`config.mk`:
```
export PLATFORM = sky130hd
export DESIGN_NAME = rgbconv_cfg
export DESIGN_NICKNAME = d
export VERILOG_FILES = /design/src/rgbconv_pkg.sv /design/src/rgbconv_cfg.sv
export SDC_FILE = /design/constraint.sdc
export NUM_CORES = 1
export LEC_CHECK = 0
export BUFFER_PORTS_ARGS = -buffer_cell sky130_fd_sc_hd__buf_4
export CORE_ASPECT_RATIO = 1.5
export CORE_MARGIN = 2
export CORE_UTILIZATION = 44
export DETAILED_ROUTE_END_ITERATION = 10
export GPL_TIMING_DRIVEN = 1
export MAX_ROUTING_LAYER = met4
export PLACE_DENSITY = 0.83
export REMOVE_ABC_BUFFERS = 1
export SLEW_MARGIN = 10
export SYNTH_ARGS = -nofsm -noshare
export SYNTH_HDL_FRONTEND = slang
export SYNTH_SLANG_ARGS = --single-unit
```
`constraint.sdc`:
```
create_clock -name clk -period 1.2 [get_ports clk]
set_input_delay 0.12 -clock clk [delete_from_list [all_inputs] [get_ports clk]]
set_output_delay 0.12 -clock clk [all_outputs]
set_load 0.005 [all_outputs]
```
`src/rgbconv_pkg.sv`:
```
`default_nettype none
package rgbconv_pkg;

  localparam int MAX_WIDTH_DEF  = 1024;
  localparam int COEF_FRAC_DEF  = 12;
  localparam int HEIGHT_MAX     = 4096;

  localparam int APB_AW = 6;
  localparam int APB_DW = 64;

  localparam logic [2:0] REG_WIDTH     = 3'd0;
  localparam logic [2:0] REG_HEIGHT    = 3'd1;
  localparam logic [2:0] REG_COEF_LOW  = 3'd2;
  localparam logic [2:0] REG_COEF_MID  = 3'd3;
  localparam logic [2:0] REG_COEF_HIGH = 3'd4;

  typedef struct packed {
    logic       kind;
    logic [7:0] red_in;
    logic [7:0] green_in;
    logic [7:0] blue_in;
  } pixel_t;

  typedef struct packed {
    logic [7:0] red_out;
    logic [7:0] green_out;
    logic [7:0] blue_out;
    logic       row_end;
    logic       frame_end;
  } result_t;

  typedef struct packed {
    logic [10:0]      width;
    logic [12:0]      height;
    logic [8:0][15:0] tap;
  } cfg_t;

  typedef struct packed {
    logic [8:0][23:0] win;
    logic             row_end;
    logic             frame_end;
  } win_item_t;

endpackage
`default_nettype wire

```
`src/rgbconv_cfg.sv`:
```
`default_nettype none
module rgbconv_cfg (
  input  wire logic                                clk,
  input  wire logic                                rst,
  input  wire logic                                psel,
  input  wire logic                                penable,
  input  wire logic                                pwrite,
  input  wire logic [rgbconv_pkg::APB_AW-1:0]      paddr,
  input  wire logic [rgbconv_pkg::APB_DW-1:0]      pwdata,
  output logic      [rgbconv_pkg::APB_DW-1:0]      prdata,
  output logic                                     pready,
  output rgbconv_pkg::cfg_t                        cfg
);

  logic [10:0] img_width;
  logic [12:0] img_height;
  logic [63:0] coef_low;
  logic [63:0] coef_mid;
  logic [15:0] coef_high;
  logic [2:0]  idx;
  logic        wr;

  assign idx    = paddr[5:3];
  assign wr     = psel && penable && pwrite;
  assign pready = 1'b1;

  always_ff @(posedge clk) begin
    if (rst) begin
      img_width  <= 11'd1024;
      img_height <= 13'd768;
      coef_low   <= 64'd0;
      coef_mid   <= 64'd4096;
      coef_high  <= 16'd0;
    end else if (wr) begin
      unique case (idx)
        rgbconv_pkg::REG_WIDTH:     img_width  <= pwdata[10:0];
        rgbconv_pkg::REG_HEIGHT:    img_height <= pwdata[12:0];
        rgbconv_pkg::REG_COEF_LOW:  coef_low   <= pwdata;
        rgbconv_pkg::REG_COEF_MID:  coef_mid   <= pwdata;
        rgbconv_pkg::REG_COEF_HIGH: coef_high  <= pwdata[15:0];
        default: ;
      endcase
    end
  end

  always_comb begin
    unique case (idx)
      rgbconv_pkg::REG_WIDTH:     prdata = 64'(img_width);
      rgbconv_pkg::REG_HEIGHT:    prdata = 64'(img_height);
      rgbconv_pkg::REG_COEF_LOW:  prdata = coef_low;
      rgbconv_pkg::REG_COEF_MID:  prdata = coef_mid;
      rgbconv_pkg::REG_COEF_HIGH: prdata = 64'(coef_high);
      default:                    prdata = '0;
    endcase
  end

  assign cfg.width  = img_width;
  assign cfg.height = img_height;
  assign cfg.tap    = {coef_high, coef_mid, coef_low};

endmodule
`default_nettype wire

```
# Word level (Yosys, flattened, before mapping)
# Cells that the tools add are included.
[word_totals] regBits=168 inputBits=75 out_inout_bits=233 wordCells=18
[classes] eq_ne=4 muxes=1 n_reduce_logical=8
[op_table] cell="64-bit case mux with 5 select lines" n=1
[op_table] cell="2-bit AND reduction" n=5
[op_table] cell="3-bit by 2-bit == test with 1-bit output (second input constant)" n=2
[op_table] cell="3-bit by 1-bit == test with 1-bit output (second input constant)" n=1
[op_table] cell="3-bit == test (second input constant)" n=1
[op_table] cell="3-bit logical NOT" n=1
[op_table] cell="1-bit logical AND" n=2

# Depth between registers and ports, before layout
# Gate-level depths: netlist of the first run.
[depth] depth_word=3 depth_mapped=6 mapped_depth_nobuf=3

# Worst setup path before layout of the first run
# OpenSTA, ideal clock, no wires.
[synth_timing] path_kind="input -> output" startpoint="input paddr[5] (netlist bit)" endpoint="output prdata[16] (netlist bit)" arrival_ps=1103 t_required_ps=1080 setup_slack_ps=-23 stages=6 path_buffers=3 cell_sequence="buf_2 nand2b_4 nor2_1 buf_2 buf_2 a22o_1"
[synth_via] elab_chain_cells=2 word_cells_on_any_way=6 classes_between="4 x eq/ne; 1 x mux; 1 x reduce/logical"
[synth_rtl] element="start, declared" line="rgbconv_cfg.sv:8" rtl="input wire logic [rgbconv_pkg::APB_AW-1:0] paddr,"
[synth_rtl] element="3-bit == test (tied with other cells)" line="rgbconv_cfg.sv:47" rtl="unique case (idx)"
[synth_rtl] element="64-bit case mux with 5 select lines (*)" line="rgbconv_cfg.sv:47"
[synth_rtl] element="end, declared" line="rgbconv_cfg.sv:10" rtl="output logic [rgbconv_pkg::APB_DW-1:0] prdata,"
# Mark *: on every way between the ends. The rest lies on a longest branch, timed or not.

# Final worst setup path of the first run
[layout_timing] startpoint="register coef_low[8]" endpoint="output prdata[8] (netlist bit)"
[layout_via] elab_chain_cells=1
[layout_rtl] element="start, declared" line="rgbconv_cfg.sv:17" rtl="logic [63:0] coef_low;"
[layout_rtl] element="start signal, assigned" line="rgbconv_cfg.sv:38" rtl="rgbconv_pkg::REG_COEF_LOW: coef_low <= pwdata;"
[layout_rtl] element="64-bit case mux with 5 select lines" line="rgbconv_cfg.sv:47"
# No other way between the ends.

==> results.json, run 1 <==
{
  "chipWidth_um": 114,
  "htreeDepth": 4,
  "final_cell_mix": "buf_4 (403), nand2b_1 (218), mux2i_1 (161)",
  "worst_slack_ns": -0.342,
  "setup_viol": 62,
  "powerDensity_nw_per_um2": 961,
  "power_mw": 12.4,
  "gp_congestion": 0.837,
  "synth_fa_ha_area_frac": 0,
  "place_ws_ns": -0.250,
  "yosysWarnings": 0,
  "hp-class": "primary input to register",
  "fin_skew_ns": 0,
  "grt_overflow": 0,
  "die_height_um": 168,
  "clk_latency_ns": 0.42,
  "synth-compound-area-share": 0.102,
  "wl_per_cell_um": 19.3,
  "final_common_cell": "buf_4",
  "mappedNetlistArea_sq_um": 7920,
  "nets": 1294,
  "diodes": 0,
  "antenna_found_initial": 0,
  "cts_sinks": 168,
  "vdd_drop_max_mv": 0.809,
  "numCtsBuffers": 17,
  "area_growth_pct": 62.5,
  "die_area_sq_um": 19100,
  "grt_use_total": 0.287,
  "grt_use_met1": 0.305,
  "first_iter_violations": 447,
  "crit_type": "register to primary output",
  "cts_tree": "yes",
  "synth-simple-area-share": 0.202,
  "ant_nets": 0,
  "fin_util": 0.723,
  "drc": 0,
  "gr-max-usage-layer": "met2",
  "cp-start-kind": "register",
  "synth_top_family_by_area": "multiplexers",
  "slew_violations": 0,
  "outcome": "complete, but fails checks",
  "use_met3": 0.0608,
  "worstPathRequired_ns": 1.08,
  "violations": "setup timing",
  "crit_fanout": 2,
  "via_per_inst": 5.37,
  "synthCells": 775,
  "cellLeakagePower_nw": 6.18,
  "cp-end-kind": "primary output",
  "final_area_sq_um": 12900,
  "grt_pass1_wl_um": 42200,
  "grt_max_degree": 112,
  "synth_xor_area_frac": 0,
  "period_needed_ns": 1.54,
  "synth.area.mux_share": 0.220,
  "grt_pass1_vias": 7905,
  "start_util": 0.445,
  "vias": 7781,
  "hpwl_um": 16800,
  "clkTransAtPathRegs_ns": 0.07,
  "ioPinCount": 308,
  "wl_um": 27900,
  "placement_rows": 60,
  "ctsRootBufferMaster": "clkbuf_16",
  "maxCapViolCount": 0,
  "synth_seq_cells": 168,
  "hold_violations": 0,
  "drive_gt1_frac": 0.490,
  "syn_area_per_cell_sq_um": 10.2,
  "firstDrtPassIters": 5,
  "grt_use_met2": 0.504,
  "fin_tns_setup_ns": -6.95,
  "clock.fmax_mhz": 649,
  "rsz0062_at_grt": "true",
  "placed_cell_area_sq_um": 10800,
  "coreArea_sq_um": 17800,
  "clk_path_buf_depth": 2,
  "numPortBuffers": 303,
  "min_period_over_period": 1.28,
  "yosysSeqAreaShare": 0.425,
  "synth_cell_types": 29,
  "crit_arrival_ns": 1.42
}
[report_power, final]
part / switching [mW] / leakage [nW] / internal, mW / total [mW]
combinational: 0.563 / 4.51 / 0.762 / 1.32
sequential: 0.0346 / 1.40 / 5.62 / 5.65
clock: 2.45 / 0.268 / 2.93 / 5.38
total: 3.05 / 6.18 / 9.31 / 12.4
[sequential cells by signal (all words and copies together) (netlist names)]
register / flops
coef_low: 64
img_width: 11
coef_mid: 64
img_height: 13
coef_high: 16
[path summary, 6_finish.rpt]
path                                   from                         end  slack [ns]  cells past startpoint
setup / recovery   coef_low[8]$_SDFFE_PP0P_                   prdata[8]       -0.34                      4
hold / removal                   pwdata[13]  coef_high[13]$_SDFFE_PP0P_        0.02                      3
setup reg to reg  coef_low[35]$_SDFFE_PP0P_   coef_low[35]$_SDFFE_PP0P_        0.38                      2
hold reg to reg    coef_low[3]$_SDFFE_PP0P_    coef_low[3]$_SDFFE_PP0P_        0.48                      2
[routing by layer]
layer,vias to the layer above,wire [um]
li1,3578,-
met3,89,1610
met5,-,0
met4,0,1130
met2,340,14600
met1,3774,10600
[cell usage after synthesis]
master | count | area [sq um]
a22o_1 | 48 | 420
a22oi_1 | 24 | 180
and3_1 | 2 | 12.5
and4b_4 | 1 | 13.8
buf_1 | 2 | 7.51
buf_12 | 5 | 100
buf_2 | 15 | 75.1
buf_4 | 11 | 82.6
buf_6 | 1 | 11.3
clkbuf_1 | 31 | 116
clkbuf_2 | 1 | 5.00
conb_1 | 1 | 3.75
dfxtp_1 | 168 | 3360
inv_1 | 1 | 3.75
mux2_2 | 11 | 124
mux2i_1 | 162 | 1620
nand2_1 | 1 | 3.75
nand2b_1 | 218 | 1360
nand2b_4 | 1 | 13.8
nand3_1 | 4 | 20.0
nand3_2 | 2 | 20.0
nand4b_1 | 1 | 8.76
nor2_1 | 11 | 41.3
nor2_4 | 1 | 11.3
nor2b_1 | 13 | 81.3
o21ai_0 | 20 | 100
o21ai_1 | 5 | 25.0
o22ai_1 | 13 | 81.3
or2_0 | 1 | 6.26
[cell families after synthesis]
logic type / count (synthesis)
and+or+nand+nor: 256
DFF: 168
AOI/OAI and AO/OA: 110
muxes: 173
other: 1
buffers and inverters: 67
[metrics by stage]
stage                     hold slack, ns  instances
after floorplan                    0.276        709
after global placement             0.379       1282
after detailed placement           0.400       1282
after CTS                        0.00132       1441
after global routing              0.0282       1449
final                             0.0210       1449
[critical path, stage by stage, from the launching register on]
cell,delay (ns)
dfxtp_2,0.33
mux2_4,0.28
a22oi_2,0.14
o22ai_2,0.10
buf_4,0.15
[area by class of cell]
type,count,area [sq um]
fillers,1174,4930
multi-input cells,540,4280
repair buffers,491,4250
flip-flops and latches,168,3480
clock buffers,19,433
well taps,217,272
clock inverters,13,140
inverters,1,3.75
[repair_timing]
| action | in CTS | in global routing |
|---|---|---|
| hold endpoints to repair | 89 | 0 |
| endpoints found under the setup margin | 64 | 65 |
| cloned | 3 | 1 |
| resized for setup | 112 | 22 |
| buffers inserted | 78 | 7 |
| hold buffers | 49 | 0 |
| pin swaps | 26 | 20 |
Note: power is estimated with default switching activity, not from simulation.
==> run 2: changes to the inputs <==
SETUP_SLACK_MARGIN = 0.05   (was default)
==> run 2 against run 1 <==
The run still ends with setup timing left. Cell count up 0.28%. Die area unchanged. First-iteration DRC count up 8.7%. Total power up 0.15%. Combinational power about the same. Hold slack worse by 0.0031 ns. Maximum frequency down 0.34%. Largest power group unchanged.
==> results.json, run 2 (synthesized netlist as in run 1, its figures left out) <==
{
  "outcome": "complete, but fails checks",
  "violations": "setup timing",
  "instances_no_fill": 1453,
  "numPortBuffers": 303,
  "grt_pass1_vias": 7966,
  "rsz0062_at_grt": "true",
  "cellLeakagePower_nw": 6.23,
  "cp-start-kind": "register",
  "clockPowerShare": 0.435,
  "cp-end-kind": "primary output",
  "worst_slack_ns": -0.347,
  "coreArea_sq_um": 17800,
  "via_per_inst": 5.43,
  "die_area_sq_um": 19100,
  "placement_rows": 60,
  "power_mw": 12.4,
  "min_from": "pwdata[13]",
  "power.switching_mw": 3.06,
  "powerDensity_nw_per_um2": 944,
  "firstDrtPassIters": 5,
  "grt_pass1_wl_um": 42300,
  "hpwl_um": 16800,
  "wl_per_cell_um": 19.9,
  "grt_use_total": 0.288,
  "ioPinCount": 308,
  "r2r_cells": 2,
  "chipWidth_um": 114,
  "ctsRootBufferMaster": "clkbuf_16",
  "critPathMaxStageDelay_ns": 0.33,
  "hold_end": "coef_high[13]$_SDFFE_PP0P_",
  "clk_path_buf_depth": 2,
  "htreeDepth": 4,
  "wl_um": 29000,
  "start_util": 0.445,
  "maxCapViolCount": 0,
  "die_height_um": 168,
  "gp_congestion": 0.837,
  "ant_nets": 0,
  "drc": 0,
  "hp-class": "primary input to register",
  "drive_gt1_frac": 0.493,
  "cts_sinks": 168,
  "min_period_over_period": 1.29,
  "p_seq_frac": 0.457,
  "fin_tns_setup_ns": -7.30,
  "swShare": 0.248,
  "clock.fmax_mhz": 647,
  "slew_violations": 0,
  "setup_viol": 60,
  "vias": 7894,
  "area_growth_pct": 65.6,
  "dpl.cell_count": 1282,
  "reg2reg_to": "coef_low[18]$_SDFFE_PP0P_",
  "final_common_cell": "buf_4",
  "path_cells": "mux2_2 -> a22oi_2 -> o22ai_1 -> buf_4",
  "nets": 1297,
  "place_ws_ns": -0.250,
  "fin_skew_ns": 0,
  "top_regs": "coef_low x64, coef_mid x64, coef_high x16",
  "hold_depth": 3,
  "clkTransAtPathRegs_ns": 0.07,
  "p_comb_frac": 0.108,
  "timing.rr.start": "coef_low[18]$_SDFFE_PP0P_",
  "hold_violations": 0,
  "clk_latency_ns": 0.42,
  "antenna_found_initial": 0,
  "crit_fanout": 2,
  "vdd_drop_max_mv": 0.809,
  "crit_type": "register to primary output",
  "first_iter_violations": 486,
  "reg2reg_slack_ns": 0.32,
  "crit_arrival_ns": 1.43,
  "grt_overflow": 0,
  "grt_max_degree": 112,
  "final_cell_mix": "buf_4 (348), nand2b_1 (218), mux2i_1 (161)",
  "fill_cells": 1116,
  "numCtsBuffers": 17,
  "period_needed_ns": 1.55,
  "intPower_mw": 9.31,
  "slowest_stage": "dfxtp_2",
  "worstPathRequired_ns": 1.08,
  "cts_tree": "yes"
}
## run 2: cell count changes in the layout (fill, tap and decap cells not counted), sizes merged
cell	change
buf	+3
bufbuf	-1
clkbuf	+1
diode	+1
## run 2: critical path, delay by kind of cell, from the launching register on
kind | cells | cell delay (ns)
flops | 1 | 0.33
mux | 1 | 0.27
compound gates | 2 | 0.24
buf+inv | 1 | 0.16
## run 2: repair_timing
action / CTS / global route
hold endpoints to repair: 89 / 0
hold buffers: 49 / 0
setup endpoints to repair: 65 / 117
gates cloned: 3 / 2
resized for setup: 120 / 75
setup buffers: 78 / 12
pin swaps: 26 / 24
## run 2: worst max-delay path by stage
| stage | from | to | slack (ns) | depth (start not counted) |
|---|---|---|---|---|
| 6_report | coef_low[10]$_SDFFE_PP0P_ | prdata[10] | -0.35 | 4 |
| 5_1_grt | coef_low[0]$_SDFFE_PP0P_ | prdata[0] | -0.40 | 4 |
| 2_1_floorplan | paddr[5] | coef_mid[0]$_SDFFE_PP0P_ | -2.06 | 3 |
| 3_5_place_dp | paddr[5] | coef_low[25]$_SDFFE_PP0P_ | -0.25 | 5 |
| 4_1_cts | coef_low[6]$_SDFFE_PP0P_ | prdata[6] | -0.34 | 4 |
| 3_3_place_gp | paddr[5] | coef_low[30]$_SDFFE_PP0P_ | -0.18 | 5 |
## run 2: stage by stage
step	util	hold slack, ns	cell area [sq um]
final	0.737	0.0179	13100
after global routing	0.737	0.0175	13100
after CTS	0.716	0.00132	12700
after detailed placement	0.606	0.400	10800
after global placement	0.606	0.379	10800
after floorplan	-	0.276	7520
## run 2: area by class of cell
| type | count | area [sq um] | share of cell area |
|---|---|---|---|
| Inverter | 1 | 3.75 | 0.000286 |
| Sequential cell | 168 | 3490 | 0.266 |
| Timing Repair Buffer | 494 | 4490 | 0.342 |
| Tap cell | 217 | 272 | 0.0207 |
| Clock buffer | 19 | 433 | 0.0330 |
| Multi-Input combinational cell | 540 | 4280 | 0.327 |
| Clock inverter | 13 | 140 | 0.0107 |
| Antenna cell | 1 | 2.50 | 0.000191 |
## run 2: layer usage
| layer | part of all wire | up-vias | global-route usage |
|---|---|---|---|
| met1 | 0.38 | 3822 | 0.302 |
| met4 | 0.043 | 0 | 0.139 |
| met5 | 0 | - | - |
| li1 | - | 3596 | - |
| met3 | 0.059 | 93 | 0.0594 |
| met2 | 0.52 | 383 | 0.508 |
## run 2: power by group through the flow
stage	Clock, mW	Combinational (mW)	Sequential (mW)
floorplan	0	0.368	5.77
global placement	0	1.02	5.78
detailed placement	0	1.03	5.78
CTS	5.45	1.28	5.65
global route	5.68	1.41	5.65
finish	5.38	1.34	5.65
